<file path="config.mk">
export PLATFORM = sky130hd
export DESIGN_NAME = keyframe_linear_interpolator
export DESIGN_NICKNAME = d
export VERILOG_FILES = /design/src/rtl/kli_pkg.sv /design/src/rtl/kli_ctrl.sv /design/src/rtl/kli_datapath.sv /design/src/rtl/keyframe_linear_interpolator.sv
export SDC_FILE = /design/constraint.sdc
export NUM_CORES = 2
export LEC_CHECK = 0
export BUFFER_PORTS_ARGS = -buffer_cell sky130_fd_sc_hd__buf_2
export CORE_ASPECT_RATIO = 0.7
export CORE_UTILIZATION = 40
export CTS_CLUSTER_SIZE = 10
export DETAILED_ROUTE_END_ITERATION = 10
export SLEW_MARGIN = 20
export SYNTH_ARGS = -nofsm -noshare
export SYNTH_HDL_FRONTEND = slang
export SYNTH_SLANG_ARGS = --single-unit
</file>
<file path="constraint.sdc">
create_clock -name clk -period 26.4 [get_ports clk]
set_input_delay 7.92 -clock clk [delete_from_list [all_inputs] [get_ports clk]]
set_output_delay 7.92 -clock clk [all_outputs]
set_load 0.1 [all_outputs]
</file>
<file path="src/rtl/kli_pkg.sv">
// ----------------------------------------------------------------------------
// kli_pkg
// Shared types and constants of the keyframe linear interpolator.
// ----------------------------------------------------------------------------
package kli_pkg;

  localparam int DEF_FRAMES   = 6;
  localparam int DEF_CHANNELS = 9;

  localparam int KEY_W       = 16;   // keyframe value, signed q12.4
  localparam int POS_W       = 32;   // position and increment, signed q16.16
  localparam int FRAC_SHIFT  = 12;   // q12.4 to q16.16
  localparam int OUT_CH      = 9;    // position fields in a result
  localparam int STEP_W      = 10;
  localparam int FRAMES_W    = 3;
  localparam int SEG_OUT_W   = 3;
  localparam int MODE_W      = 2;
  localparam int FIDX_W      = 3;
  localparam int CIDX_W      = 4;
  localparam int CFG_IDX_W   = 2;
  localparam int CFG_DATA_W  = 10;
  localparam int IN_TDATA_W  = 24;
  localparam int OUT_TDATA_W = 296;

  // restoring divider: magnitude of a 17 bit difference shifted by FRAC_SHIFT
  localparam int DIV_STEPS   = KEY_W + FRAC_SHIFT;
  localparam int DIV_CNT_W   = $clog2(DIV_STEPS);

  localparam logic [STEP_W-1:0]   STEP_COUNT_RST    = 10'd990;
  localparam logic [FRAMES_W-1:0] FRAMES_IN_USE_RST = 3'd6;

  localparam logic [CFG_IDX_W-1:0] REG_STEP_COUNT    = 2'd0;
  localparam logic [CFG_IDX_W-1:0] REG_FRAMES_IN_USE = 2'd1;

  typedef enum logic [MODE_W-1:0] {
    MODE_LOAD   = 2'd0,
    MODE_TICK   = 2'd1,
    MODE_TOGGLE = 2'd2
  } mode_t;

  typedef enum logic [2:0] {
    S_IDLE,
    S_DECODE,
    S_RD,
    S_LAT,
    S_DIV,
    S_WR,
    S_OUT
  } state_t;

  typedef struct packed {
    logic capture;
    logic kf_write;
    logic step;
    logic stop_end;
    logic halt;
    logic start;
    logic advance;
    logic rd;
    logic div_start;
    logic div_step;
    logic inc_write;
    logic next_ch;
    logic out_load;
  } cmd_t;

  typedef struct packed {
    mode_t mode;
    logic  playing;
    logic  step_done;
    logic  last_seg;
    logic  ch_last;
    logic  div_last;
    logic  out_busy;
  } status_t;

endpackage

</file>
<file path="src/rtl/kli_ctrl.sv">
// ----------------------------------------------------------------------------
// kli_ctrl
// Sequencer: decodes each transaction and steps the datapath through the
// per-channel increment computation.
// ----------------------------------------------------------------------------
module kli_ctrl (
  input  logic             clk,
  input  logic             rst_n,
  input  logic             in_tvalid,
  output logic             in_tready,
  input  kli_pkg::status_t status,
  output kli_pkg::cmd_t    cmd
);
  import kli_pkg::*;

  state_t state_r, state_nxt;

  always_ff @(posedge clk) begin
    if (!rst_n) begin
      state_r <= S_IDLE;
    end else begin
      state_r <= state_nxt;
    end
  end

  // next state
  always_comb begin
    state_nxt = state_r;
    case (state_r)
      S_IDLE: begin
        if (in_tvalid) state_nxt = S_DECODE;
      end
      S_DECODE: begin
        state_nxt = S_OUT;
        case (status.mode)
          MODE_TICK: begin
            if (status.playing && status.step_done && !status.last_seg) state_nxt = S_RD;
          end
          MODE_TOGGLE: begin
            if (!status.playing) state_nxt = S_RD;
          end
          default: state_nxt = S_OUT;
        endcase
      end
      S_RD:  state_nxt = S_LAT;
      S_LAT: state_nxt = S_DIV;
      S_DIV: begin
        if (status.div_last) state_nxt = S_WR;
      end
      S_WR: begin
        state_nxt = status.ch_last ? S_OUT : S_RD;
      end
      S_OUT: begin
        if (!status.out_busy) state_nxt = S_IDLE;
      end
      default: state_nxt = S_IDLE;
    endcase
  end

  // outputs
  always_comb begin
    cmd       = '0;
    in_tready = 1'b0;
    case (state_r)
      S_IDLE: begin
        in_tready   = 1'b1;
        cmd.capture = in_tvalid;
      end
      S_DECODE: begin
        case (status.mode)
          MODE_LOAD: cmd.kf_write = 1'b1;
          MODE_TICK: begin
            if (status.playing) begin
              if (!status.step_done)    cmd.step     = 1'b1;
              else if (status.last_seg) cmd.stop_end = 1'b1;
              else                      cmd.advance  = 1'b1;
            end
          end
          MODE_TOGGLE: begin
            if (status.playing) cmd.halt  = 1'b1;
            else                cmd.start = 1'b1;
          end
          default: cmd = '0;
        endcase
      end
      S_RD:  cmd.rd        = 1'b1;
      S_LAT: cmd.div_start = 1'b1;
      S_DIV: cmd.div_step  = 1'b1;
      S_WR: begin
        cmd.inc_write = 1'b1;
        cmd.next_ch   = !status.ch_last;
      end
      S_OUT: cmd.out_load = !status.out_busy;
      default: cmd = '0;
    endcase
  end

endmodule

</file>
<file path="src/rtl/kli_datapath.sv">
// ----------------------------------------------------------------------------
// kli_datapath
// Keyframe memory, positions, increments, play state, shared divider and
// the output register.
// ----------------------------------------------------------------------------
module kli_datapath #(
  parameter int FRAMES   = kli_pkg::DEF_FRAMES,
  parameter int CHANNELS = kli_pkg::DEF_CHANNELS
) (
  input  logic                             clk,
  input  logic                             rst_n,
  input  logic                             cfg_valid,
  input  logic [kli_pkg::CFG_IDX_W-1:0]    cfg_index,
  input  logic [kli_pkg::CFG_DATA_W-1:0]   cfg_data,
  input  logic [kli_pkg::IN_TDATA_W-1:0]   in_tdata,
  input  logic [kli_pkg::MODE_W-1:0]       in_tuser,
  input  kli_pkg::cmd_t                    cmd,
  output kli_pkg::status_t                 status,
  input  logic                             out_tready,
  output logic                             out_tvalid,
  output logic [kli_pkg::OUT_TDATA_W-1:0]  out_tdata
);
  import kli_pkg::*;

  localparam int DEPTH  = FRAMES * CHANNELS;
  localparam int ADDR_W = $clog2(DEPTH);
  localparam int SEG_W  = $clog2(FRAMES);
  localparam int CH_W   = (CHANNELS > 1) ? $clog2(CHANNELS) : 1;

  // configuration
  logic [STEP_W-1:0]   step_count_r;
  logic [FRAMES_W-1:0] frames_in_use_r;

  always_ff @(posedge clk) begin
    if (!rst_n) begin
      step_count_r    <= STEP_COUNT_RST;
      frames_in_use_r <= FRAMES_IN_USE_RST;
    end else if (cfg_valid) begin
      if (cfg_index == REG_STEP_COUNT)    step_count_r    <= cfg_data;
      if (cfg_index == REG_FRAMES_IN_USE) frames_in_use_r <= cfg_data[FRAMES_W-1:0];
    end
  end

  logic [STEP_W-1:0] eff_steps;
  logic [4:0]        eff_frames;

  always_comb begin
    eff_steps = (step_count_r == '0) ? STEP_W'(1) : step_count_r;
    if (frames_in_use_r < 3'd2)                eff_frames = 5'd2;
    else if (32'(frames_in_use_r) > FRAMES)    eff_frames = 5'(FRAMES);
    else                                       eff_frames = 5'(frames_in_use_r);
  end

  // captured transaction
  logic [MODE_W-1:0] mode_r;
  logic [FIDX_W-1:0] frame_r;
  logic [CIDX_W-1:0] chan_in_r;
  logic [KEY_W-1:0]  key_r;

  always_ff @(posedge clk) begin
    if (cmd.capture) begin
      mode_r    <= in_tuser;
      frame_r   <= in_tdata[FIDX_W-1:0];
      chan_in_r <= in_tdata[FIDX_W +: CIDX_W];
      key_r     <= in_tdata[FIDX_W+CIDX_W +: KEY_W];
    end
  end

  // play state
  logic             playing_r;
  logic [SEG_W-1:0] seg_r;
  logic [STEP_W-1:0] step_cnt_r;
  logic [CH_W-1:0]  ch_r;
  logic             copy_r;

  always_ff @(posedge clk) begin
    if (!rst_n) begin
      playing_r  <= 1'b0;
      seg_r      <= '0;
      step_cnt_r <= '0;
      ch_r       <= '0;
      copy_r     <= 1'b0;
    end else begin
      if (cmd.step) step_cnt_r <= step_cnt_r + STEP_W'(1);
      if (cmd.stop_end) begin
        playing_r <= 1'b0;
        seg_r     <= '0;
      end
      if (cmd.halt) playing_r <= 1'b0;
      if (cmd.start) begin
        playing_r  <= 1'b1;
        seg_r      <= '0;
        step_cnt_r <= '0;
        ch_r       <= '0;
        copy_r     <= 1'b1;
      end
      if (cmd.advance) begin
        seg_r      <= seg_r + SEG_W'(1);
        step_cnt_r <= '0;
        ch_r       <= '0;
        copy_r     <= 1'b0;
      end
      if (cmd.next_ch) ch_r <= ch_r + CH_W'(1);
    end
  end

  // keyframe memory, entries read as zero until written
  logic [KEY_W-1:0] kf_mem [DEPTH];
  logic [DEPTH-1:0] kf_vld_r;
  logic             wr_ok;
  logic [ADDR_W-1:0] wr_addr, rd_addr_cur, rd_addr_nxt;
  logic [KEY_W-1:0] cur_raw_r, nxt_raw_r;
  logic             cur_vld_r, nxt_vld_r;

  assign wr_ok       = (32'(frame_r) < FRAMES) && (32'(chan_in_r) < CHANNELS);
  assign wr_addr     = ADDR_W'(32'(frame_r) * CHANNELS + 32'(chan_in_r));
  assign rd_addr_cur = ADDR_W'(32'(seg_r) * CHANNELS + 32'(ch_r));
  assign rd_addr_nxt = ADDR_W'((32'(seg_r) + 1) * CHANNELS + 32'(ch_r));

  always_ff @(posedge clk) begin
    if (cmd.kf_write && wr_ok) kf_mem[wr_addr] <= key_r;
    if (cmd.rd) begin
      cur_raw_r <= kf_mem[rd_addr_cur];
      nxt_raw_r <= kf_mem[rd_addr_nxt];
    end
  end

  always_ff @(posedge clk) begin
    if (!rst_n) begin
      kf_vld_r  <= '0;
      cur_vld_r <= 1'b0;
      nxt_vld_r <= 1'b0;
    end else begin
      if (cmd.kf_write && wr_ok) kf_vld_r[wr_addr] <= 1'b1;
      if (cmd.rd) begin
        cur_vld_r <= kf_vld_r[rd_addr_cur];
        nxt_vld_r <= kf_vld_r[rd_addr_nxt];
      end
    end
  end

  logic signed [KEY_W-1:0] cur_key, nxt_key;
  logic signed [KEY_W:0]   diff;
  logic        [KEY_W:0]   diff_mag;

  assign cur_key  = cur_vld_r ? cur_raw_r : '0;
  assign nxt_key  = nxt_vld_r ? nxt_raw_r : '0;
  assign diff     = {nxt_key[KEY_W-1], nxt_key} - {cur_key[KEY_W-1], cur_key};
  assign diff_mag = diff[KEY_W] ? (KEY_W+1)'(-diff) : diff;

  // restoring divider, one quotient bit per cycle
  logic [DIV_STEPS-1:0] dq_r;
  logic [STEP_W-1:0]    rem_r;
  logic [DIV_CNT_W-1:0] div_cnt_r;
  logic                 neg_r;
  logic [STEP_W:0]      trial;
  logic                 fits;

  assign trial = {rem_r, dq_r[DIV_STEPS-1]};
  assign fits  = trial >= {1'b0, eff_steps};

  always_ff @(posedge clk) begin
    if (cmd.div_start) begin
      dq_r      <= {diff_mag[KEY_W-1:0], FRAC_SHIFT'(0)};
      rem_r     <= '0;
      div_cnt_r <= '0;
      neg_r     <= diff[KEY_W];
    end else if (cmd.div_step) begin
      rem_r     <= fits ? STEP_W'(trial - {1'b0, eff_steps}) : trial[STEP_W-1:0];
      dq_r      <= {dq_r[DIV_STEPS-2:0], fits};
      div_cnt_r <= div_cnt_r + DIV_CNT_W'(1);
    end
  end

  logic [POS_W-1:0] quot_ext, inc_val;

  assign quot_ext = POS_W'(dq_r);
  assign inc_val  = neg_r ? -quot_ext : quot_ext;

  // positions and increments
  logic [POS_W-1:0] pos_r [CHANNELS];
  logic [POS_W-1:0] inc_r [CHANNELS];

  always_ff @(posedge clk) begin
    if (!rst_n) begin
      for (int c = 0; c < CHANNELS; c++) begin
        pos_r[c] <= '0;
        inc_r[c] <= '0;
      end
    end else begin
      if (cmd.step) begin
        for (int c = 0; c < CHANNELS; c++) pos_r[c] <= pos_r[c] + inc_r[c];
      end
      if (cmd.div_start && copy_r) begin
        pos_r[ch_r] <= {{(POS_W-KEY_W-FRAC_SHIFT){cur_key[KEY_W-1]}}, cur_key,
                        FRAC_SHIFT'(0)};
      end
      if (cmd.inc_write) inc_r[ch_r] <= inc_val;
    end
  end

  // status
  always_comb begin
    status.mode      = mode_t'(mode_r);
    status.playing   = playing_r;
    status.step_done = step_cnt_r >= eff_steps;
    status.last_seg  = (32'(seg_r) + 2) >= 32'(eff_frames);
    status.ch_last   = 32'(ch_r) == (CHANNELS - 1);
    status.div_last  = 32'(div_cnt_r) == (DIV_STEPS - 1);
    status.out_busy  = out_tvalid && !out_tready;
  end

  // result register
  logic [OUT_TDATA_W-1:0] result;
  logic                   out_valid_r;
  logic [OUT_TDATA_W-1:0] out_data_r;

  for (genvar g = 0; g < OUT_CH; g++) begin : g_pos
    if (g < CHANNELS) begin : g_live
      assign result[g*POS_W +: POS_W] = pos_r[g];
    end else begin : g_absent
      assign result[g*POS_W +: POS_W] = '0;
    end
  end
  assign result[OUT_CH*POS_W]                    = playing_r;
  assign result[OUT_CH*POS_W+1 +: SEG_OUT_W]     = SEG_OUT_W'(seg_r);
  assign result[OUT_TDATA_W-1:OUT_CH*POS_W+1+SEG_OUT_W] = '0;

  always_ff @(posedge clk) begin
    if (!rst_n) begin
      out_valid_r <= 1'b0;
    end else if (cmd.out_load) begin
      out_valid_r <= 1'b1;
    end else if (out_tready) begin
      out_valid_r <= 1'b0;
    end
  end

  always_ff @(posedge clk) begin
    if (cmd.out_load) out_data_r <= result;
  end

  assign out_tvalid = out_valid_r;
  assign out_tdata  = out_data_r;

endmodule

</file>
<file path="src/rtl/keyframe_linear_interpolator.sv">
// ----------------------------------------------------------------------------
// keyframe_linear_interpolator
// Nine-channel keyframe animator with linear interpolation between frames.
// ----------------------------------------------------------------------------
// load, tick, stop and unused-mode transactions: after acceptance the decode
//   and output states run, then the result register; none is accepted until then
// play start and segment advance: per channel, the read, latch, divide and write
//   states too, the shared restoring divider giving one quotient bit a cycle
// reset: synchronous active-low rst_n clears play state, positions,
//   increments and keyframe valid bits at once, no clearing pass
module keyframe_linear_interpolator #(
  parameter int FRAMES   = kli_pkg::DEF_FRAMES,
  parameter int CHANNELS = kli_pkg::DEF_CHANNELS
) (
  input  logic                            clk,
  input  logic                            rst_n,
  // configuration writes
  input  logic                            cfg_valid,
  output logic                            cfg_ready,
  input  logic [kli_pkg::CFG_IDX_W-1:0]   cfg_index,
  input  logic [kli_pkg::CFG_DATA_W-1:0]  cfg_data,
  // input transactions
  input  logic                            in_tvalid,
  output logic                            in_tready,
  // frame_index [2:0], channel_index [6:3], key_value [22:7], zero [23]
  input  logic [kli_pkg::IN_TDATA_W-1:0]  in_tdata,
  // mode [1:0]
  input  logic [kli_pkg::MODE_W-1:0]      in_tuser,
  // result transactions
  output logic                            out_tvalid,
  input  logic                            out_tready,
  // pos_ch0 [31:0] .. pos_ch8 [287:256], playing [288], segment [291:289],
  // zero [295:292]
  output logic [kli_pkg::OUT_TDATA_W-1:0] out_tdata
);
  import kli_pkg::*;

  cmd_t    cmd;
  status_t status;

  // registers take a write in any cycle
  assign cfg_ready = 1'b1;

  // sequencer
  kli_ctrl u_ctrl (
    .clk       (clk),
    .rst_n     (rst_n),
    .in_tvalid (in_tvalid),
    .in_tready (in_tready),
    .status    (status),
    .cmd       (cmd)
  );

  // storage, arithmetic and result register
  kli_datapath #(
    .FRAMES   (FRAMES),
    .CHANNELS (CHANNELS)
  ) u_datapath (
    .clk        (clk),
    .rst_n      (rst_n),
    .cfg_valid  (cfg_valid),
    .cfg_index  (cfg_index),
    .cfg_data   (cfg_data),
    .in_tdata   (in_tdata),
    .in_tuser   (in_tuser),
    .cmd        (cmd),
    .status     (status),
    .out_tready (out_tready),
    .out_tvalid (out_tvalid),
    .out_tdata  (out_tdata)
  );

  // one transaction in flight: no new acceptance right after one
  a_single_item: assert property (@(posedge clk) disable iff (!rst_n)
    in_tvalid && in_tready |=> !in_tready)
    else $error("input accepted while a transaction is in flight");

  // a result is never loaded over one still waiting
  a_no_overwrite: assert property (@(posedge clk) disable iff (!rst_n)
    cmd.out_load |-> !(out_tvalid && !out_tready))
    else $error("result register overwritten");

  // at most one state update per decode
  a_one_update: assert property (@(posedge clk) disable iff (!rst_n)
    $onehot0({cmd.kf_write, cmd.step, cmd.stop_end, cmd.halt, cmd.start, cmd.advance}))
    else $error("conflicting play state commands");

endmodule
</file>
== After elaboration in Yosys (flattened, before gate mapping) ==
Memories as Yosys holds them, arrays and structs flattened. A register that Yosys moved wholly into a read port is not among the register bits.
Cells that the tools add are included.
Storage, ports and cells
  flip-flop bits (word level): 453
  memory bits (writable): 1440
  input bits: 43
  output and inout port bits: 299
  memories: 3
Memories
  u_datapath.kf_mem: words 54, width 16, rd ports 2, clocked after memory_dff 2, write ports 1, RTL line kli_datapath.sv:108  | logic [KEY_W-1:0] kf_mem [DEPTH];
  u_datapath.inc_r: words 9, width 32, rd ports 9, clocked after memory_dff 0, write ports 9, RTL line kli_datapath.sv:182  | logic [POS_W-1:0] inc_r [CHANNELS];
  u_datapath.pos_r: words 9, width 32, rd ports 9, clocked after memory_dff 0, write ports 9, RTL line kli_datapath.sv:181  | logic [POS_W-1:0] pos_r [CHANNELS];
Operators by class
  $add $sub $neg: 22
  multiply operators: 3
  $lt $le $gt $ge: 11
  equal/unequal tests: 14
  multiplexer cells: 83
  bitwise gates (word level): 11
  reduce and logical (&&, ||, !) cells: 27
Operators with widths (number)
  $mux 32: 12
  $add 32x32->32: 9
  $reduce_or 32->1: 2
  $mux 28: 2
  $or 54x54->54: 1
  $mux 16: 3
  $mux 1: 38
  $ge 32x5->1: 1
  $mul 32x4->6 const B: 1
  $neg 28->32: 1
  $mux 3: 10
  $lt 6x7->1 const B: 3
  $pmux 3 s7: 1
  $mux 10: 2
  $mux 4: 5
  $add 6x4->6: 3
  $sub 16x16->17: 1
  $neg 16->16: 1
  $bmux 1 s6: 2
  $mul 3x4->6 const B: 2
  $ge 11x10->1: 1
  $add 10x1->10 const B: 1
  $ge 10x10->1: 1
  $logic_not 10->1: 1
  36 further kinds: 67

== Logic depth before layout (Yosys ltp) ==
  depth in word-level cells: 14
  depth in mapped cells: 17

== Hierarchy ==
From an unflattened synthesis, not the netlist that was laid out.
Second synthesis, totals
  cell total of the unflattened synthesis: 6405
  area total of the unflattened synthesis: 92910.4 sq um
By module, submodules not included
  kli_datapath: instances 1, cells each 6355, area an instance 92551.3 sq um, seq. area each 55473.2 sq um
  kli_ctrl: instances 1, cells each 48, area an instance 347.8 sq um, seq. area each 60.1 sq um
  keyframe_linear_interpolator: instances 1, cells each 2, area an instance 11.3 sq um, seq. area each 0.0 sq um

== Least setup slack after synthesis ==
No wires, ideal clock.
  path type: input-to-reg
  start: input out_tready
  end: register u_datapath.out_data_r[0], in the netlist u_datapath.out_tdata[0] (read register of u_datapath.pos_r), enable pin
  data arrival time: 20.231 ns
  data required time: 25.450 ns
  setup slack: 5.219 ns
  stages: 3
  buffers on the path: 0
  cells stage by stage: nand2b_1 nand2_1 nor2_1
RTL lines
  start: declaration: RTL line keyframe_linear_interpolator.sv:31  | input logic out_tready,
  end: declaration: RTL line kli_datapath.sv:216  | logic [OUT_TDATA_W-1:0] out_data_r;

==> out/results.ini <==
[critical_path]
crit_path_end_kind=register
crit_family=simple AND/OR/NAND/NOR gates
r2r.worst_path.cells=10
required_ps=26840
worstSetupPathType=in2reg
slowest_stage=nand2_1
critPathArrivalTime_ps=11940
worstSetupPathDepth=7
crit_chain=buf_2 > inv_2 > nor3_1 > nor2b_1 > nand2_1 > and3_1 > inv_1
cpPeakStageDelay_ps=830
startpoint_type=input port
critPathMaxFanout=20
worst-path-buf-inv=3

[yosys]
synth_edf_count=1698
synthCells=6393
ys_top_cells_by_area=edfxtp_1 (55%), mux4_2 (13%), dfxtp_1 (4.9%)
synth_top_area_cell=edfxtp_1
ys_async_sr_fraction=0
ys_types=77
netlist.area_leader.share=0.551
yosys_warnings=0
synth.avg_cell_area_um2=14.5
synth_flop_cell=edfxtp_1
ys_ff_latch=1925
yosysSeqAreaShare=0.600
synth_area_mm2=0.0925

[power_and_ir_drop]
cellLeakagePower_nw=38.1
power.switching_mw=1.77
finalPower_mw=6.92
comb_power_share=0.105
p_sw_frac=0.256
clkPwrFrac=0.398
p_seq_frac=0.498
power.internal_mw=5.15
power.density_mw_per_mm2=66.1
ir_drop_mv=0.0452

[floorplanning]
die_area_mm2=0.233
fp-row-count=147
chipWidth_um=577
die_y_um=404
start_util=0.403
io_pins=342
design.core.area_mm2=0.230

[clock_tree]
htreeDepth=4
clk_pin_slew_ps=60
cts_resized=0
clk_latency_ps=900
clock_path_buffers=4
clkSinkCount=1925
cts_tree=yes
cts-hold-fix-buffers=0
numCtsBuffers=223
cts_setup_buffers=0
root_buffer=clkbuf_16

[layout]
final_core_util=0.456
final_cells=9982
fillers=20000
syn_to_final_growth_pct=13.2
design_area_mm2=0.105
drive_gt1_frac=0.199
mostFrequentLayoutCell=edfxtp_1
nets=7214
final_cell_mix=edfxtp_1 (1698), nor2_1 (627), mux4_2 (544), a21oi_1 (355), ha_1 (351)

[timing]
fin_ws_ps=14890
finalHoldViolCount=0
min_period_over_period=0.436
setup_tns_ps=0
slew_violations=0
setup_viol=0
min_period_ps=11510
slew_headroom=0.156
grt_setup_unrepaired=false
hold_slack_ps=418
worst_pin_slew_ps=1260
fin_skew_ps=84.5
fmax_mhz=86.9

[grt]
busiest_layer=met1
grt_pass1_wl_um=400000
overflow=0
grt_pass1_vias=56900
grt_util_met3=0.0488
grt_usage=0.236
grt.met2_usage=0.336
met1_usage=0.357
antenna_found_initial=19
grt_max_degree=160

[placed_design]
post-place-ws_ps=14110
dp_hpwl_um=186000
placed_cells=9631
io_buffers=335
place_area_mm2=0.0986
place_congestion=0.973

[routing]
drt_pass1_iterations=7
drc=0
vias=60100
vias_per_cell=6.02
drt-initial-drc-count=7161
post_drt_wl_per_cell_um=28.0
routed_wl_um=280000
ant_nets=0

[flow_run]
cap_violations=0

[hold_path]
hp-class=reg2reg
hold_depth=0

[status]
outcome=finished, final reports clean

## final timing paths
path / startpoint / to / slack, ps
min: u_datapath.pos_r[1][16] / u_datapath.out_tdata[48] / 420
min reg2reg: u_datapath.pos_r[1][16] / u_datapath.out_tdata[48] / 420
max reg2reg: u_datapath.seg_r[0] / u_datapath.nxt_raw_r[9] / 19880
max: rst_n / u_datapath.pos_r[2][29] / 14890
## synthesized netlist by cell type (all sizes together), types with 8 or more instances
cell and count:
clkbuf 217, o31a 8, dfxtp 227, ha 354
nand3b 11, or2 10, a21oi 355, nand2 327
and2 30, inv 124, nand4 40, a22o 52
a211oi 68, a31oi 30, a41o 9, o31ai 32
a21o 171, nor3 43, o22ai 134, o21a 32
mux4 544, nor4 10, o211ai 28, nor2 677
o21ai 257, or3 27, and3 28, nor2b 28
nand3 75, xnor2 177, mux2i 84, edfxtp 1698
a211o 13, buf 77, xor2 161, nand2b 44
a21boi 8, a2111oi 8, o21bai 49, fa 15
a31o 10
## worst register-to-register path, cell delays in order (launching register included)
cell	delay, ps
dfxtp_1	500
inv_1	190
ha_4	840
buf_4	740
buf_4	800
buf_4	770
buf_4	760
mux4_2	680
mux4_2	500
a211oi_1	250
a21oi_1	180
## cell families after synthesis
kind of cell | share of synthesized area
compound gates | 0.0925
mux | 0.142
buf+inv | 0.0173
fa+ha+maj | 0.0511
flops | 0.600
other cells | 0.0000812
simple gates | 0.0650
xor+xnor | 0.0320
## power groups by stage
stage                     sequential, mW  combinational, mW  clock, mW
final                               3.44              0.726       2.75
after global routing                3.45              0.766       2.91
after CTS                           3.44              0.721       2.80
after detailed placement            3.50              0.719          0
after global placement              3.50              0.705          0
after floorplan                     3.55              0.362          0
## area by class of cell
cell class / instances / area (um^2) / area share
multi-input combinational: 4053 / 36000 / 0.344
tap: 3054 / 3820 / 0.0365
antenna: 3 / 7.51 / 0.0000717
sequential: 1925 / 55500 / 0.530
inverter: 124 / 465 / 0.00444
timing repair buffer: 475 / 2750 / 0.0263
clock inverter: 10 / 62.6 / 0.000597
clock buffer: 338 / 6090 / 0.0581
## sequential cells by signal, summed over array words and instances (netlist names), 3 cells and up
name / cells
u_datapath.frames_in_use_r: 3
u_ctrl.state_r: 3
u_datapath.inc_r: 288
u_datapath.step_cnt_r: 10
u_datapath.out_tdata: 292
u_datapath.kf_mem: 864
u_datapath.seg_r: 3
u_datapath.cur_raw_r: 16
u_datapath.pos_r: 288
u_datapath.ch_r: 4
u_datapath.key_r: 16
u_datapath.dq_r: 28
u_datapath.nxt_raw_r: 16
u_datapath.chan_in_r: 4
u_datapath.div_cnt_r: 5
u_datapath.step_count_r: 10
u_datapath.kf_vld_r: 54
u_datapath.rem_r: 10
u_datapath.frame_r: 3
## layer usage
layer  wire length (um)  up-vias
met2             119000     3055
met3              27700      433
met4               9200        0
met5                  0        -
met1             124000    30700
li1                   -    25900
Power figures use the tool's default switching activity.
